$ cat config.mk
export PLATFORM = sky130hd
export DESIGN_NAME = hsv_to_rgb_converter
export DESIGN_NICKNAME = d
export VERILOG_FILES = /design/src/hw/rtl/hsv2rgb_pkg.sv /design/src/hw/rtl/hsv_to_rgb_converter.sv
export VERILOG_INCLUDE_DIRS = /design/src /design/src/hw/rtl
export SDC_FILE = /design/constraint.sdc
export NUM_CORES = 1
export LEC_CHECK = 0
export ABC_AREA = 1
export BUFFER_PORTS_ARGS = -buffer_cell sky130_fd_sc_hd__buf_2
export CORE_UTILIZATION = 65
export CTS_CLUSTER_DIAMETER = 30
export DETAILED_ROUTE_END_ITERATION = 7
export PLACE_DENSITY = 0.88
export SYNTH_ARGS = -nofsm -noshare
export SYNTH_HDL_FRONTEND = slang
export SYNTH_SLANG_ARGS = --single-unit
export TNS_END_PERCENT = 30
$ cat constraint.sdc
create_clock -name clk_i -period 6.15 [get_ports clk_i]
set_input_delay 0.3075 -clock clk_i [delete_from_list [all_inputs] [get_ports clk_i]]
set_output_delay 0.3075 -clock clk_i [all_outputs]
set_load 0.02 [all_outputs]
$ cat src/hw/rtl/hsv_to_rgb_converter_macros.svh
// Assertion helpers shared by the converter RTL.
`ifndef HSV_TO_RGB_CONVERTER_MACROS_SVH
`define HSV_TO_RGB_CONVERTER_MACROS_SVH

// Same-cycle implication, checked outside reset.
`define HSV_ASSERT_SAME(label, clk, rst_n, ante, cons, msg) \
  label: assert property (@(posedge clk) disable iff (!(rst_n)) (ante) |-> (cons)) \
    else $error(msg);

// Next-cycle implication, checked outside reset.
`define HSV_ASSERT_NEXT(label, clk, rst_n, ante, cons, msg) \
  label: assert property (@(posedge clk) disable iff (!(rst_n)) (ante) |=> (cons)) \
    else $error(msg);

`endif

$ cat src/hw/rtl/hsv2rgb_pkg.sv
package hsv2rgb_pkg;

  localparam int unsigned ChanW  = 8;
  localparam int unsigned InW    = 9;
  localparam int unsigned ProdW  = 17;  // s*v and v*(256-s), at most 65536
  localparam int unsigned FixW   = 22;  // units of 1/(65536*60), at most 3932160

  localparam logic [InW-1:0] HueMax  = 9'd360;
  localparam logic [InW-1:0] UnitOne = 9'd256;
  localparam logic [5:0]     SectorDeg = 6'd60;
  localparam logic [4:0]     ScaleMul  = 5'd17;  // 255/60 = 17/4
  localparam int unsigned    ScaleShift = 18;    // 65536*4

  typedef enum logic [2:0] {
    SecRedYel,
    SecYelGrn,
    SecGrnCyn,
    SecCynBlu,
    SecBluMag,
    SecMagRed
  } sector_e;

  typedef struct packed {
    logic [InW-1:0] hue;
    logic [InW-1:0] saturation;
    logic [InW-1:0] brightness;
  } hsv_t;

  typedef struct packed {
    logic [ChanW-1:0] red;
    logic [ChanW-1:0] green;
    logic [ChanW-1:0] blue;
    logic             valid_res;
  } rgb_t;

endpackage

$ cat src/hw/rtl/hsv_to_rgb_converter.sv
// Channel  Direction  Handshake            Payload
// in       request in in_valid_i/in_stall_o  hsv_t: hue, saturation, brightness
// out      result out out_valid_o/out_stall_i rgb_t: red, green, blue, valid_res
//
// Takes one request per cycle while in_stall_o is low; each result is offered
// from the last of four register stages (range check and two 9x9 products, scaling
// by 60 and hue weight, channel sums, final x17>>18 scale). Reset empties all four stages.
// A stalled output holds its result; bubbles close up, so the input stalls only
// when every stage is full and the output is stalled.
`include "hsv_to_rgb_converter_macros.svh"

module hsv_to_rgb_converter (
  input  logic              clk_i,
  input  logic              rst_ni,
  input  logic              in_valid_i,
  output logic              in_stall_o,
  input  hsv2rgb_pkg::hsv_t in_data_i,
  output logic              out_valid_o,
  input  logic              out_stall_i,
  output hsv2rgb_pkg::rgb_t out_data_o
);

  localparam int unsigned ProdW = hsv2rgb_pkg::ProdW;
  localparam int unsigned FixW  = hsv2rgb_pkg::FixW;
  localparam int unsigned InW   = hsv2rgb_pkg::InW;
  localparam int unsigned ChanW = hsv2rgb_pkg::ChanW;
  localparam int unsigned MulW  = FixW + 5;

  function automatic logic [ChanW-1:0] scale_chan(input logic [FixW-1:0] n);
    logic [MulW-1:0] t;
    t = MulW'(n) * MulW'(hsv2rgb_pkg::ScaleMul);
    if (t[MulW-1:hsv2rgb_pkg::ScaleShift] > (MulW - hsv2rgb_pkg::ScaleShift)'(8'd255)) begin
      return 8'd255;
    end
    return t[hsv2rgb_pkg::ScaleShift +: ChanW];
  endfunction

  // Stage valid and ready chain
  logic v1_q, v2_q, v3_q, v4_q;
  logic rdy1, rdy2, rdy3, rdy4;

  assign rdy4 = !v4_q || !out_stall_i;
  assign rdy3 = !v3_q || rdy4;
  assign rdy2 = !v2_q || rdy3;
  assign rdy1 = !v1_q || rdy2;
  assign in_stall_o = !rdy1;

  always_ff @(posedge clk_i or negedge rst_ni) begin
    if (!rst_ni) begin
      v1_q <= 1'b0;
      v2_q <= 1'b0;
      v3_q <= 1'b0;
      v4_q <= 1'b0;
    end else begin
      if (rdy1) v1_q <= in_valid_i;
      if (rdy2) v2_q <= v1_q;
      if (rdy3) v3_q <= v2_q;
      if (rdy4) v4_q <= v3_q;
    end
  end

  // Stage 1: range check, sector, hue weight, products
  logic                 ok1_d, ok1_q;
  hsv2rgb_pkg::sector_e sec1_d, sec1_q;
  logic [InW-1:0]       hm, hdist, wt;
  logic [5:0]           f1_d, f1_q;
  logic [ProdW-1:0]     p1_d, p1_q, q1_d, q1_q;
  logic [InW-1:0]       h, s, v, sinv;

  always_comb begin
    h = in_data_i.hue;
    s = in_data_i.saturation;
    v = in_data_i.brightness;
    ok1_d = (h <= hsv2rgb_pkg::HueMax) && (s <= hsv2rgb_pkg::UnitOne) &&
            (v <= hsv2rgb_pkg::UnitOne);
    if      (h < 9'd60)  sec1_d = hsv2rgb_pkg::SecRedYel;
    else if (h < 9'd120) sec1_d = hsv2rgb_pkg::SecYelGrn;
    else if (h < 9'd180) sec1_d = hsv2rgb_pkg::SecGrnCyn;
    else if (h < 9'd240) sec1_d = hsv2rgb_pkg::SecCynBlu;
    else if (h < 9'd300) sec1_d = hsv2rgb_pkg::SecBluMag;
    else                 sec1_d = hsv2rgb_pkg::SecMagRed;
    // hue 360 lands on hm = 120, which gives weight 0 just as hm = 0 does
    if      (h >= 9'd240) hm = h - 9'd240;
    else if (h >= 9'd120) hm = h - 9'd120;
    else                  hm = h;
    hdist = (hm >= 9'd60) ? hm - 9'd60 : 9'd60 - hm;
    wt    = 9'd60 - hdist;
    f1_d  = wt[5:0];
    sinv  = hsv2rgb_pkg::UnitOne - s;
    p1_d  = ProdW'(s) * ProdW'(v);
    q1_d  = ProdW'(v) * ProdW'(sinv);
  end

  always_ff @(posedge clk_i) begin
    if (rdy1 && in_valid_i) begin
      ok1_q  <= ok1_d;
      sec1_q <= sec1_d;
      f1_q   <= f1_d;
      p1_q   <= p1_d;
      q1_q   <= q1_d;
    end
  end

  // Stage 2: C, X and m in fixed units
  logic                 ok2_q;
  hsv2rgb_pkg::sector_e sec2_q;
  logic [FixW-1:0]      c2_q, x2_q, m2_q;

  always_ff @(posedge clk_i) begin
    if (rdy2 && v1_q) begin
      ok2_q  <= ok1_q;
      sec2_q <= sec1_q;
      c2_q   <= FixW'(p1_q) * FixW'(hsv2rgb_pkg::SectorDeg);
      x2_q   <= FixW'(p1_q) * FixW'(f1_q);
      m2_q   <= FixW'(q1_q) * FixW'(hsv2rgb_pkg::SectorDeg);
    end
  end

  // Stage 3: place C and X by sector and add m
  logic            ok3_q;
  logic [FixW-1:0] cm, xm;
  logic [FixW-1:0] r3_d, g3_d, b3_d, r3_q, g3_q, b3_q;

  always_comb begin
    cm = c2_q + m2_q;
    xm = x2_q + m2_q;
    r3_d = m2_q;
    g3_d = m2_q;
    b3_d = m2_q;
    unique case (sec2_q)
      hsv2rgb_pkg::SecRedYel: begin r3_d = cm; g3_d = xm; end
      hsv2rgb_pkg::SecYelGrn: begin r3_d = xm; g3_d = cm; end
      hsv2rgb_pkg::SecGrnCyn: begin g3_d = cm; b3_d = xm; end
      hsv2rgb_pkg::SecCynBlu: begin g3_d = xm; b3_d = cm; end
      hsv2rgb_pkg::SecBluMag: begin r3_d = xm; b3_d = cm; end
      hsv2rgb_pkg::SecMagRed: begin r3_d = cm; b3_d = xm; end
      default: begin end
    endcase
  end

  always_ff @(posedge clk_i) begin
    if (rdy3 && v2_q) begin
      ok3_q <= ok2_q;
      r3_q  <= r3_d;
      g3_q  <= g3_d;
      b3_q  <= b3_d;
    end
  end

  // Stage 4: scale to 0..255, zero on rejected input
  hsv2rgb_pkg::rgb_t res4_d, res4_q;

  always_comb begin
    res4_d.valid_res = ok3_q;
    res4_d.red   = ok3_q ? scale_chan(r3_q) : '0;
    res4_d.green = ok3_q ? scale_chan(g3_q) : '0;
    res4_d.blue  = ok3_q ? scale_chan(b3_q) : '0;
  end

  always_ff @(posedge clk_i) begin
    if (rdy4 && v3_q) begin
      res4_q <= res4_d;
    end
  end

  assign out_valid_o = v4_q;
  assign out_data_o  = res4_q;

  `HSV_ASSERT_SAME(a_stall_only_when_full, clk_i, rst_ni, in_stall_o,
    v1_q && v2_q && v3_q && out_valid_o && out_stall_i,
    "input stalled while pipeline has room")

  `HSV_ASSERT_SAME(a_reject_is_black, clk_i, rst_ni, out_valid_o && !out_data_o.valid_res,
    out_data_o.red == '0 && out_data_o.green == '0 && out_data_o.blue == '0,
    "rejected request produced nonzero color")

  `HSV_ASSERT_NEXT(a_stage1_advance, clk_i, rst_ni, v1_q && rdy2 && !(rdy1 && in_valid_i),
    v2_q && !v1_q,
    "stage 1 request lost or duplicated")

endmodule

==> results.txt, run 1 <==
CTS saw 204 sinks. The most repeated library cell on the critical path is nand2_1. In this run the clock root is driven by a clkbuf_16. The maximum number of pins on one net before global-route repair came out at 68. The floorplan has 69 rows. The average via count per standard cell is 5.89. In this run the cell area of the synthesized design comes to 0.0237 mm^2. STA classifies the critical path startpoint as an input port.

The area overhead of the layout relative to synthesis is 10.2%. The final RePlAce weighted congestion is 0.981. The flow ran to the end, but the final reports show violations. The worst path needs 5.56 ns of the cycle, external delays included. The initial utilization of the core area, before any placement, comes to 0.663.

The depth of the most critical reg-to-reg path came out at 17. Derived from the worst setup path, the maximum achievable clock frequency is 180 MHz. The routed layout has 19,700 vias. The synthesized flop and latch total is 204.

The share of final-layout standard cells stronger than drive strength 1 is 0.0668. The overall global routing resource usage is 0.338. Adding up every negative setup slack in the final design gives 0 ns. Measured against its own limit, the worst slew margin works out to 0.309. The most congested layer reported by global routing is met2. For met3 alone, demand over resource in global routing was 0.0455.

The final max-slew violation count came out at 0. The number of optimization iterations in the first detailed-route pass came out at 8. The TritonCTS clock tree is built. In this run, distinct cell masters in the synthesized netlist total 50. The count of buffers inserted at the top-level ports is 57. The max-cap check violation count came out at 0. The transition time at the pin with the least slew margin is 1.04 ns. The clock edge transition at the registers on the reported setup and hold paths is 0.05 ns. The worst reg2reg path startpoint is f1_q[2]$_DFFE_PP_. After detailed routing, the number of remaining DRC violations is 4. The global routing met1 resource utilization came out at 0.403. The number of inserted diodes is 0. The slowest stage of the critical path belongs to the cell fa_1.

The peak fanout along the critical path is 11. The via count of the first global-routing pass came out at 20,100. The HPWL after detailed placement is 46.3 mm. The mean routed wirelength per cell is 18.0 um.

Setup repair after global routing left no endpoint under its margin. The final routed wirelength across all metal layers is 60.0 mm. The worst-case clock buffer depth came out at 3. The remaining antenna violation count came out at 0.

The later-pin clock latency in the skew report is 0.58 ns. The checks that failed: DRC. The final number of hold-violating endpoints came out at 0. Data on the critical path arrives at its endpoint at 5.89 ns. The kind of capture point of the worst setup path is a register. The worst hold path belongs to the class input port to asynchronous set/reset pin. The number of H-tree branching levels is 2. The most frequent standard cell in the layout excluding fill and tap cells is nand2_1. After synthesis, the mean cell area works out to 8.56 um^2. The wire length of the first global-routing pass came out at 98.0 mm.

The register area share after synthesis is 0.258. The number of clock buffers inserted by TritonCTS came out at 47. The residual overflow from global routing is 0.

For flop-to-flop paths, the worst setup slack is 1.50 ns. The number of nets in the synthesized netlist is 3,314. The cell count after synthesis is 2,766. In this run, the number of DRC markers left after iteration 0 of detailed routing was 1,477. The category of the most critical setup path is input port to register.

The required time at the worst-slack endpoint is 6.48 ns. The post-CTS setup buffer count came out at 0. The number of top-level pins is 58. The met2 usage came out at 0.593. The worst clock skew on the final layout is 0.0273 ns. The final period utilization came out at 0.904. The number of antenna violations at the first check in global routing came out at 0. The overall die width is 193 um. In the layout the commonest cells are 695 x nand2_1, 418 x inv_1, 295 x ha_1.

In this run the critical register-to-register path is captured at x2_q[16]$_DFFE_PP_. The synthesis warning total is 0. The floorplan die height came out at 193 um. The worst stage delay on the critical path is 0.56 ns. The die area came out at 0.0372 mm^2.

The setup-violating endpoint count in the final report came out at 0. The number of nets in the finished design came out at 3,385. The region available for standard cell placement spans 0.0357 mm^2.
-- Yosys cell counts (all sizes together) --
cell type  instances  area, um^2
nand4             23         144
a31oi              8        50.1
nor3b              2        15.0
nor2             156         634
inv              422        1590
buf                8        51.3
o41ai              1        8.76
o21ai             90         462
fa               222        4440
ha               295        3690
xor2              88         771
o21bai            10        75.1
a21o              15         113
o221ai             7        61.3
nand3            161         816
clkbuf            42         158
nor3              13        65.1
a22oi              1        7.51
a21oi            185         926
a21boi             9        67.6
xnor2             41         359
o22ai              3        18.8
a2bb2oi            1        8.76
o31ai              6        45.0
and2               4        25.0
nor4              12        75.1
nand3b             3        22.5
dfrtp              4         100
o21a               1        7.51
clkinv             4        15.0
nand2            709        2720
or3                1        6.26
edfxtp           200        6010
or2               14        87.6
a211oi             2        15.0
o211ai             3        22.5
-- metrics by stage --
step	hold slack, ns	area [um^2]	setup slack [ns]	instances	utilization
after global routing	0.0855	26100	0.248	3335	0.730
after CTS	0.0437	26100	0.701	3335	0.730
final	0.0904	26100	0.592	3335	0.730
after floorplan	0.0119	23700	0.457	2766	-
after detailed placement	0.115	24400	0.114	3245	0.684
after global placement	0.113	24400	0.272	3245	0.684
-- registers in the layout (all words and copies together), names as in the netlist, 3 cells and up --
register and count:
c2_q 19, f1_q 6, r3_q 22, m2_q 20, sec2_q 3, sec1_q 3, out_data_o 25, q1_q 16
x2_q 22, b3_q 22, g3_q 22, p1_q 17
-- critical path, delay by kind of cell --
family,cells,cell delay (ns)
AOI/OAI and AO/OA,5,0.83
adders and majority gates,7,3.03
buffers and inverters,6,0.48
and+or+nand+nor,11,1.22
-- area by class of cell --
type                            count  area (um^2)
Clock buffer                       52         1190
Tap cell                          461          577
Clock inverter                     34          408
Inverter                          426         1600
Timing Repair Buffer               72          408
Multi-Input combinational cell   2086        15800
Sequential cell                   204         6110
Fill cell                        2516         9660
-- worst max path at each step --
stage | startpoint | end | slack, ns
floorplan | in_data_i[9] | q1_q[15]$_DFFE_PP_ | 0.46
global placement | in_data_i[10] | q1_q[15]$_DFFE_PP_ | 0.27
CTS | in_data_i[10] | q1_q[15]$_DFFE_PP_ | 0.70
finish | in_data_i[9] | q1_q[15]$_DFFE_PP_ | 0.59
global route | in_data_i[9] | q1_q[15]$_DFFE_PP_ | 0.25
detailed placement | in_data_i[10] | q1_q[15]$_DFFE_PP_ | 0.11
-- routing by layer --
| layer | routed length (um) | share of wire | vias to the layer above |
|---|---|---|---|
| met5 | 0 | 0 | - |
| li1 | - | - | 9190 |
| met3 | 3980 | 0.066 | 201 |
| met2 | 29900 | 0.50 | 864 |
| met4 | 3090 | 0.052 | 0 |
| met1 | 23000 | 0.38 | 9401 |
-- logic make-up after synthesis --
group | count (synthesis) | synth area share
fa+ha+maj | 517 | 0.344
xor+xnor | 129 | 0.0477
buf+inv | 476 | 0.0765
simple gates | 1098 | 0.195
flops | 204 | 0.258
compound gates | 342 | 0.0797
-- timing repair --
action	in CTS	in global routing
endpoints found under the setup margin	0	0
hold endpoints to repair	7	0
gates resized for setup	0	0
hold buffers	4	0
Power of run 1 is left out: the tool's default activity adds up to more than one toggle a clock period on the data nets, which glitch-free logic cannot reach.
==> inputs of run 2 (changes only) <==
--- a/config.mk
+++ b/config.mk
@@ -7,10 +7,11 @@
 export NUM_CORES = 1
 export LEC_CHECK = 0
 export ABC_AREA = 1
-export BUFFER_PORTS_ARGS = -buffer_cell sky130_fd_sc_hd__buf_2
+export BUFFER_PORTS_ARGS = -buffer_cell sky130_fd_sc_hd__buf_4
 export CORE_UTILIZATION = 65
 export CTS_CLUSTER_DIAMETER = 30
 export DETAILED_ROUTE_END_ITERATION = 7
+export HOLD_SLACK_MARGIN = 0.02
 export PLACE_DENSITY = 0.88
 export SYNTH_ARGS = -nofsm -noshare
 export SYNTH_HDL_FRONTEND = slang
==> results.txt, run 2 (same netlist as run 1, synthesis figures left out) <==
The overall die width was 193 um (unchanged). The die area came to 0.0372 mm^2 (unchanged). The average via count per standard cell came out at 5.90 (was 5.89). The path category of the worst min-delay check is input port to asynchronous set/reset pin (unchanged).

The time the worst path needs with I/O delays and setup came out at 5.46 ns (was 5.56 ns). The depth of the most critical reg-to-reg path is 15 (was 17). The post-route cell area came to 0.0262 mm^2 (was 0.0261 mm^2). The setup-violating endpoint count in the final report came to 0 (unchanged). The slowest stage cell on the critical path is fa_1 (unchanged).

The number of top-level pins was 58 (unchanged). The category of the most critical setup path was input port to register (unchanged). The final RePlAce weighted congestion is 1.01 (was 0.981). The family with the most delay on the worst path was adder cells (unchanged).

The most frequent standard cell in the layout excluding fill and tap cells is nand2_1 (unchanged). The area overhead of the layout relative to synthesis is 10.5% (was 10.2%). The worst clock skew on the final layout came out at 0.0322 ns (was 0.0273 ns).

The peak fanout along the critical path came to 11 (unchanged). The root buffer cell is clkbuf_16 (unchanged). The later-pin clock latency in the skew report is 0.58 ns (about the same).

The worst-case clock buffer depth came out at 3 (unchanged). The floorplan die height came out at 193 um (unchanged). The number of nets in the finished design is 3,380 (was 3,385).

The CTS sink count was 204 (unchanged). The area of the core is 0.0357 mm^2 (unchanged). The final period utilization is 0.887 (was 0.904).

The post-CTS setup buffer count came out at 0 (unchanged). The flip-flop count of the largest register after layout came out at 25 (unchanged). The remaining design rule violation count is 6 (was 4).

The HPWL after detailed placement came out at 47.6 mm (was 46.3 mm). The clock edge transition at the registers on the reported setup and hold paths is 0.05 ns (about the same). The highest achievable clock rate came to 183 MHz (was 180 MHz).

The residual overflow from global routing came out at 0 (unchanged). The overall global routing resource usage is 0.346 (was 0.338). The share of final-layout standard cells stronger than drive strength 1 is 0.0656 (was 0.0668).

The sequential cell area is 0.00611 mm^2 (unchanged). The normalized max-slew margin is 0.266 (was 0.309). The most repeated library cell on the critical path is nand2_1 (unchanged). The required time at the worst-slack endpoint is 6.48 ns (about the same). The kind of capture point of the worst setup path is a register (unchanged). The count of buffers inserted at the top-level ports is 57 (unchanged). The placed standard-cell area came to 0.0246 mm^2 (was 0.0244 mm^2).

The via count of the first global-routing pass is 20,000 (was 20,100). The number of rows created at floorplan is 69 (unchanged). The worst path buffer plus inverter count is 6 (unchanged). The DRC marker count from the first detailed-route iteration came out at 1,745 (was 1,477). The kind of start point of the critical path is an input port (unchanged).

The number of H-tree branching levels was 2 (unchanged). The worst reg2reg path startpoint is f1_q[5]$_DFFE_PP_ (was f1_q[2]$_DFFE_PP_). The mean routed wirelength per cell is 18.5 um (was 18.0 um). The final max-slew violation count is 0 (unchanged). The TritonCTS clock tree is built (unchanged). The number of optimization iterations in the first detailed-route pass came to 8 (unchanged). The number of antenna violations at the first check in global routing came to 0 (unchanged). The setup slack on the worst flop-to-flop path is 1.32 ns (was 1.50 ns). The number of clock buffers inserted by TritonCTS was 44 (was 47).

The worst stage delay on the critical path came out at 0.56 ns (about the same). The max-cap check violation count is 0 (unchanged). The final routed wirelength across all metal layers came out at 61.4 mm (was 60.0 mm). The number of filler instances in the final layout is 2,568 (was 2,516).

The footprint of the multi-input gates was 0.0158 mm^2 (unchanged). Violated checks: DRC (unchanged). The number of inserted diodes came to 0 (unchanged).

The wire length of the first global-routing pass came out at 99.6 mm (was 98.0 mm). The data arrival time of the critical path is 5.79 ns (was 5.89 ns). The overall via count from detail_route is 19,600 (was 19,700). The transition time at the pin with the least slew margin came to 1.10 ns (was 1.04 ns). The maximum number of pins on one net before global-route repair is 68 (unchanged). The final number of hold-violating endpoints is 0 (unchanged). Result of the run: finished with violations (unchanged). The worst reg2reg path endpoint was x2_q[16]$_DFFE_PP_ (unchanged). The setup TNS is 0 ns (unchanged). The origin of the worst setup path is in_data_i[10] (was in_data_i[9]).

Unrepaired setup endpoints after global routing: false (unchanged). The remaining antenna violation count came out at 0 (unchanged). The effective utilization at floorplan is 0.663 (unchanged). Highest-count cells in the layout ignoring fill and taps: 695 x nand2_1, 418 x inv_1, 295 x ha_1 (unchanged).
run 2: changes by cell type in the layout (fill, tap and decap cells not counted):
| cell | before | now |
|---|---|---|
| buf_2 | 57 | 0 |
| buf_4 | 11 | 66 |
| bufinv_16 | 6 | 7 |
| clkbuf_16 | 47 | 44 |
| clkinv_1 | 10 | 6 |
| clkinv_2 | 8 | 6 |
| clkinv_4 | 2 | 3 |
| clkinvlp_4 | 6 | 4 |
| inv_6 | 3 | 5 |
| inv_8 | 0 | 1 |
run 2: area by class of cell:
type,instances,area share
Clock inverter,31,0.0166
Inverter,426,0.0612
Clock buffer,49,0.0428
Timing Repair Buffer,70,0.0205
Multi-Input combinational cell,2086,0.604
Tap cell,461,0.0220
Sequential cell,204,0.233
run 2: how the worst max path moves through the flow:
stage	end	slack (ns)	cells past startpoint
2_1_floorplan	q1_q[15]$_DFFE_PP_	0.46	30
3_3_place_gp	q1_q[15]$_DFFE_PP_	0.26	29
3_5_place_dp	q1_q[15]$_DFFE_PP_	0.16	29
4_1_cts	q1_q[15]$_DFFE_PP_	0.72	29
5_1_grt	q1_q[15]$_DFFE_PP_	0.27	29
6_report	q1_q[15]$_DFFE_PP_	0.69	29
run 2: metrics by stage:
step                utilization  hold slack, ns  cells  setup WS [ns]
finish                    0.732          0.0724   3327          0.694
floorplan                     -          0.0119   2766          0.457
detailed placement        0.687           0.109   3243          0.160
global route              0.732          0.0817   3327          0.273
global placement          0.687           0.103   3243          0.257
CTS                       0.732          0.0400   3327          0.720
run 2: what timing repair did:
item                      in CTS  in global routing
hold endpoints to repair       7                  0
hold buffers                   4                  0
gates resized for setup        0                  0
run 2: metal layers:
metal | GRT usage | up-vias | part of all wire
met3 | 0.0527 | 213 | 0.067
met5 | 0 | - | 0
met4 | 0.181 | 0 | 0.051
met2 | 0.610 | 834 | 0.51
li1 | - | 9156 | -
met1 | 0.405 | 9422 | 0.38
Power of run 2 is left out for the same reason.
==> inputs of run 3 (changes only) <==
--- a/config.mk
+++ b/config.mk
@@ -6,13 +6,12 @@
 export SDC_FILE = /design/constraint.sdc
 export NUM_CORES = 1
 export LEC_CHECK = 0
-export ABC_AREA = 1
 export BUFFER_PORTS_ARGS = -buffer_cell sky130_fd_sc_hd__buf_4
 export CORE_UTILIZATION = 65
 export CTS_CLUSTER_DIAMETER = 30
 export DETAILED_ROUTE_END_ITERATION = 7
 export HOLD_SLACK_MARGIN = 0.02
-export PLACE_DENSITY = 0.88
+export PLACE_DENSITY = 0.86
 export SYNTH_ARGS = -nofsm -noshare
 export SYNTH_HDL_FRONTEND = slang
 export SYNTH_SLANG_ARGS = --single-unit
==> results.txt, run 3 <==
Walking the worst path, the cells encountered are buf_4 > or4_1 > nor4_1 > xnor2_1 > nand2_1 > fa_1 > fa_1 > inv_1 > fa_1 > inv_1 > fa_1 > inv_1 > ha_1 > a21boi_0 > o21ai_0 > a21boi_0 > o21ai_0 > a21o_1 > a31oi_1 > xnor2_1. The share of final-layout standard cells stronger than drive strength 1 was 0.0768 (was 0.0656). The origin of the worst setup path is in_data_i[11] (was in_data_i[10]). The TritonCTS clock tree is built (unchanged).

The number of antenna violations at the first check in global routing was 1 (was 0). The cell accounting for the most synthesized area was edfxtp_1 (unchanged). The area of the core is 0.0356 mm^2 (was 0.0357 mm^2). The final number of hold-violating endpoints is 0 (unchanged).

The kind of capture point of the worst setup path is a register (unchanged). The effective utilization at floorplan is 0.659 (was 0.663). The max-cap check violation count is 0 (unchanged). The worst-case clock buffer depth came to 3 (unchanged).

The worst clock skew on the final layout is 0.0234 ns (was 0.0322 ns). The average via count per standard cell came out at 6.09 (was 5.90). The setup slack on the worst flop-to-flop path came out at 0.96 ns (was 1.32 ns). The root buffer cell is clkbuf_16 (unchanged). Result of the run: finished with violations (unchanged). The overall global routing resource usage is 0.307 (was 0.346). The floorplan die height is 192 um (was 193 um).

The count of buffers inserted at the top-level ports came out at 57 (unchanged). The HPWL after detailed placement came out at 41.4 mm (was 47.6 mm). The CTS sink count came out at 204 (unchanged). The number of enable-type register cells in the synthesized netlist is 200 (unchanged). The remaining design rule violation count is 1 (was 6).

The normalized max-slew margin came out at 0.293 (was 0.266). The transition time at the pin with the least slew margin is 1.06 ns (was 1.10 ns). The number of H-tree branching levels came out at 2 (unchanged). The highest achievable clock rate came to 182 MHz (was 183 MHz). The depth of the most critical reg-to-reg path is 17 (was 15). The wire length of the first global-routing pass is 89.5 mm (was 99.6 mm). The number of top-level pins came out at 58 (unchanged).

The time the worst path needs with I/O delays and setup came out at 5.48 ns (was 5.46 ns). Highest-count cells in the layout ignoring fill and taps: 303 x nand2_1, 295 x ha_1, 269 x inv_1 (was 695 x nand2_1, 418 x inv_1, 295 x ha_1). Unrepaired setup endpoints after global routing: false (unchanged).

The flip-flop count of the largest register after layout is 25 (unchanged). The final routed wirelength across all metal layers was 54.2 mm (was 61.4 mm). The setup-violating endpoint count in the final report came out at 0 (unchanged). The residual overflow from global routing is 0 (unchanged).

The final design utilization came out at 0.726 (was 0.732). The number of nets in the synthesized netlist is 2,942 (was 3,314). The number of optimization iterations in the first detailed-route pass is 7 (was 8). The remaining antenna violation count is 0 (unchanged). The overall die width was 192 um (was 193 um). Violated checks: DRC (unchanged). The maximum number of pins on one net before global-route repair came out at 79 (was 68). The die area came out at 0.0368 mm^2 (was 0.0372 mm^2). The data arrival time of the critical path came to 5.75 ns (was 5.79 ns). The setup TNS was 0 ns (unchanged). The mean routed wirelength per cell was 18.5 um (about the same). The most used standard cell by instance count after synthesis is nand2_1 (unchanged).

Leading cell types by total area after synthesis: edfxtp_1 26%, fa_1 19%, ha_1 16%, nand2_1 4.9%, inv_1 4.3% (was edfxtp_1 25%, fa_1 19%, ha_1 16%, nand2_1 11%, inv_1 6.6%). The worst reg2reg path endpoint was x2_q[21]$_DFFE_PP_ (was x2_q[16]$_DFFE_PP_). The peak fanout along the critical path came out at 13 (was 11).

The kind of start point of the critical path is an input port (unchanged). The synthesized flop and latch total came out at 204 (unchanged). The DRC marker count from the first detailed-route iteration is 1,130 (was 1,745). The worst stage delay on the critical path is 0.60 ns (was 0.56 ns). The top cell type's share of synthesized area came out at 0.256 (was 0.254). The register area share after synthesis was 0.260 (was 0.258). The required time at the worst-slack endpoint was 6.42 ns (was 6.48 ns). The final RePlAce weighted congestion came out at 0.932 (was 1.01). The clock edge transition at the registers on the reported setup and hold paths came out at 0.05 ns (about the same).

The cell count after synthesis came out at 2,394 (was 2,766). The final cell count without fillers is 2,936 (was 3,327). The number of clock buffers inserted by TritonCTS is 44 (unchanged). The combined area of all synthesized cells is 0.0234 mm^2 (was 0.0237 mm^2). The overall via count from detail_route came out at 17,900 (was 19,600). The most frequent standard cell in the layout excluding fill and tap cells is nand2_1 (unchanged). The number of inserted diodes came out at 0 (unchanged).

The category of the most critical setup path is input port to register (unchanged). The path category of the worst min-delay check is input port to asynchronous set/reset pin (unchanged). The most repeated library cell on the critical path is fa_1 (was nand2_1).

The final max-slew violation count was 0 (unchanged). The share of async-settable or async-resettable flops after synthesis is 0.0196 (unchanged). The slowest stage cell on the critical path is or4_1 (was fa_1).

The later-pin clock latency in the skew report came to 0.55 ns (was 0.58 ns). The number of nets in the finished design came out at 2,988 (was 3,380). The number of rows created at floorplan is 69 (unchanged). The minimum setup slack in the final design came out at 0.669 ns (was 0.694 ns).

The synthesis warning total is 0 (unchanged). The via count of the first global-routing pass was 18,400 (was 20,000). The final period utilization is 0.891 (was 0.887). The mean cell area of the mapped netlist is 9.79 um^2 (was 8.56 um^2). The flip-flop cell with the highest count after synthesis is edfxtp_1 (unchanged). The placed cell count is 2,851 (was 3,243).

Most instantiated cells after synthesis: 303 x nand2_1, 295 x ha_1, 269 x inv_1 (was 695 x nand2_1, 419 x inv_1, 295 x ha_1). The worst slack at placement was 0.183 ns (was 0.160 ns). The count of different cell masters after synthesis is 87 (was 50). The worst reg2reg path startpoint is f1_q[2]$_DFFE_PP_ (was f1_q[5]$_DFFE_PP_). The area overhead of the layout relative to synthesis is 10.2% (was 10.5%).
-- run 3: cell types whose count changed after synthesis, sizes merged, moves of 24 or more --
cell,change
xor2,-52
a21oi,-71
inv,-153
and2,+99
nand3,-133
nor2,-25
a21o,+40
nand2,-406
a211oi,+26
and3,+24
xnor2,+59
-- run 3: logic make-up after synthesis --
family | Yosys count | share of synthesized area
fa+ha+maj | 517 | 0.347
compound gates | 484 | 0.140
mux | 15 | 0.00683
simple gates | 696 | 0.139
flops | 204 | 0.260
buf+inv | 342 | 0.0558
xor+xnor | 136 | 0.0508
-- run 3: area by class of cell --
type,instances,area [um^2]
multi-input combinational,1848,16100
fill,2421,9740
sequential,204,6110
clock buffer,45,1100
inverter,269,1010
tap,461,577
timing repair buffer,73,558
clock inverter,36,412
-- run 3: critical path: cells and delay by family --
kind,cells,cell delay (ns)
AND/OR/NAND/NOR,3,1.06
buffers and inverters,4,0.33
AO/OA/AOI/OAI,6,1.20
XOR/XNOR,2,0.43
adder cells (fa/ha/maj),5,2.43
-- run 3: stage by stage --
step                      instance area, um^2  hold slack (ns)
after global routing                    25800            0.117
after CTS                               25800            0.101
after detailed placement                24300            0.109
final                                   25800            0.121
after global placement                  24300            0.104
after floorplan                         23400           0.0119
-- run 3: worst max path at each step --
stage	end	slack (ns)	depth (start not counted)
after floorplan	q1_q[16]$_DFFE_PP_	0.84	19
after global placement	q1_q[16]$_DFFE_PP_	0.35	20
after detailed placement	q1_q[16]$_DFFE_PP_	0.18	20
after CTS	q1_q[16]$_DFFE_PP_	0.72	20
after global routing	q1_q[16]$_DFFE_PP_	0.29	20
final	q1_q[16]$_DFFE_PP_	0.67	20
-- run 3: timing repair --
action	CTS	global route
gates resized for setup	0	0
hold buffers	4	0
endpoints found under the hold margin	7	0
buffers inserted	0	0
-- run 3: metal layers --
metal | GRT usage | part of all wire
met1 | 0.366 | 0.39
met3 | 0.0406 | 0.054
met4 | 0.139 | 0.043
met2 | 0.550 | 0.51
met5 | 0 | 0
Power of run 3 is left out for the same reason.
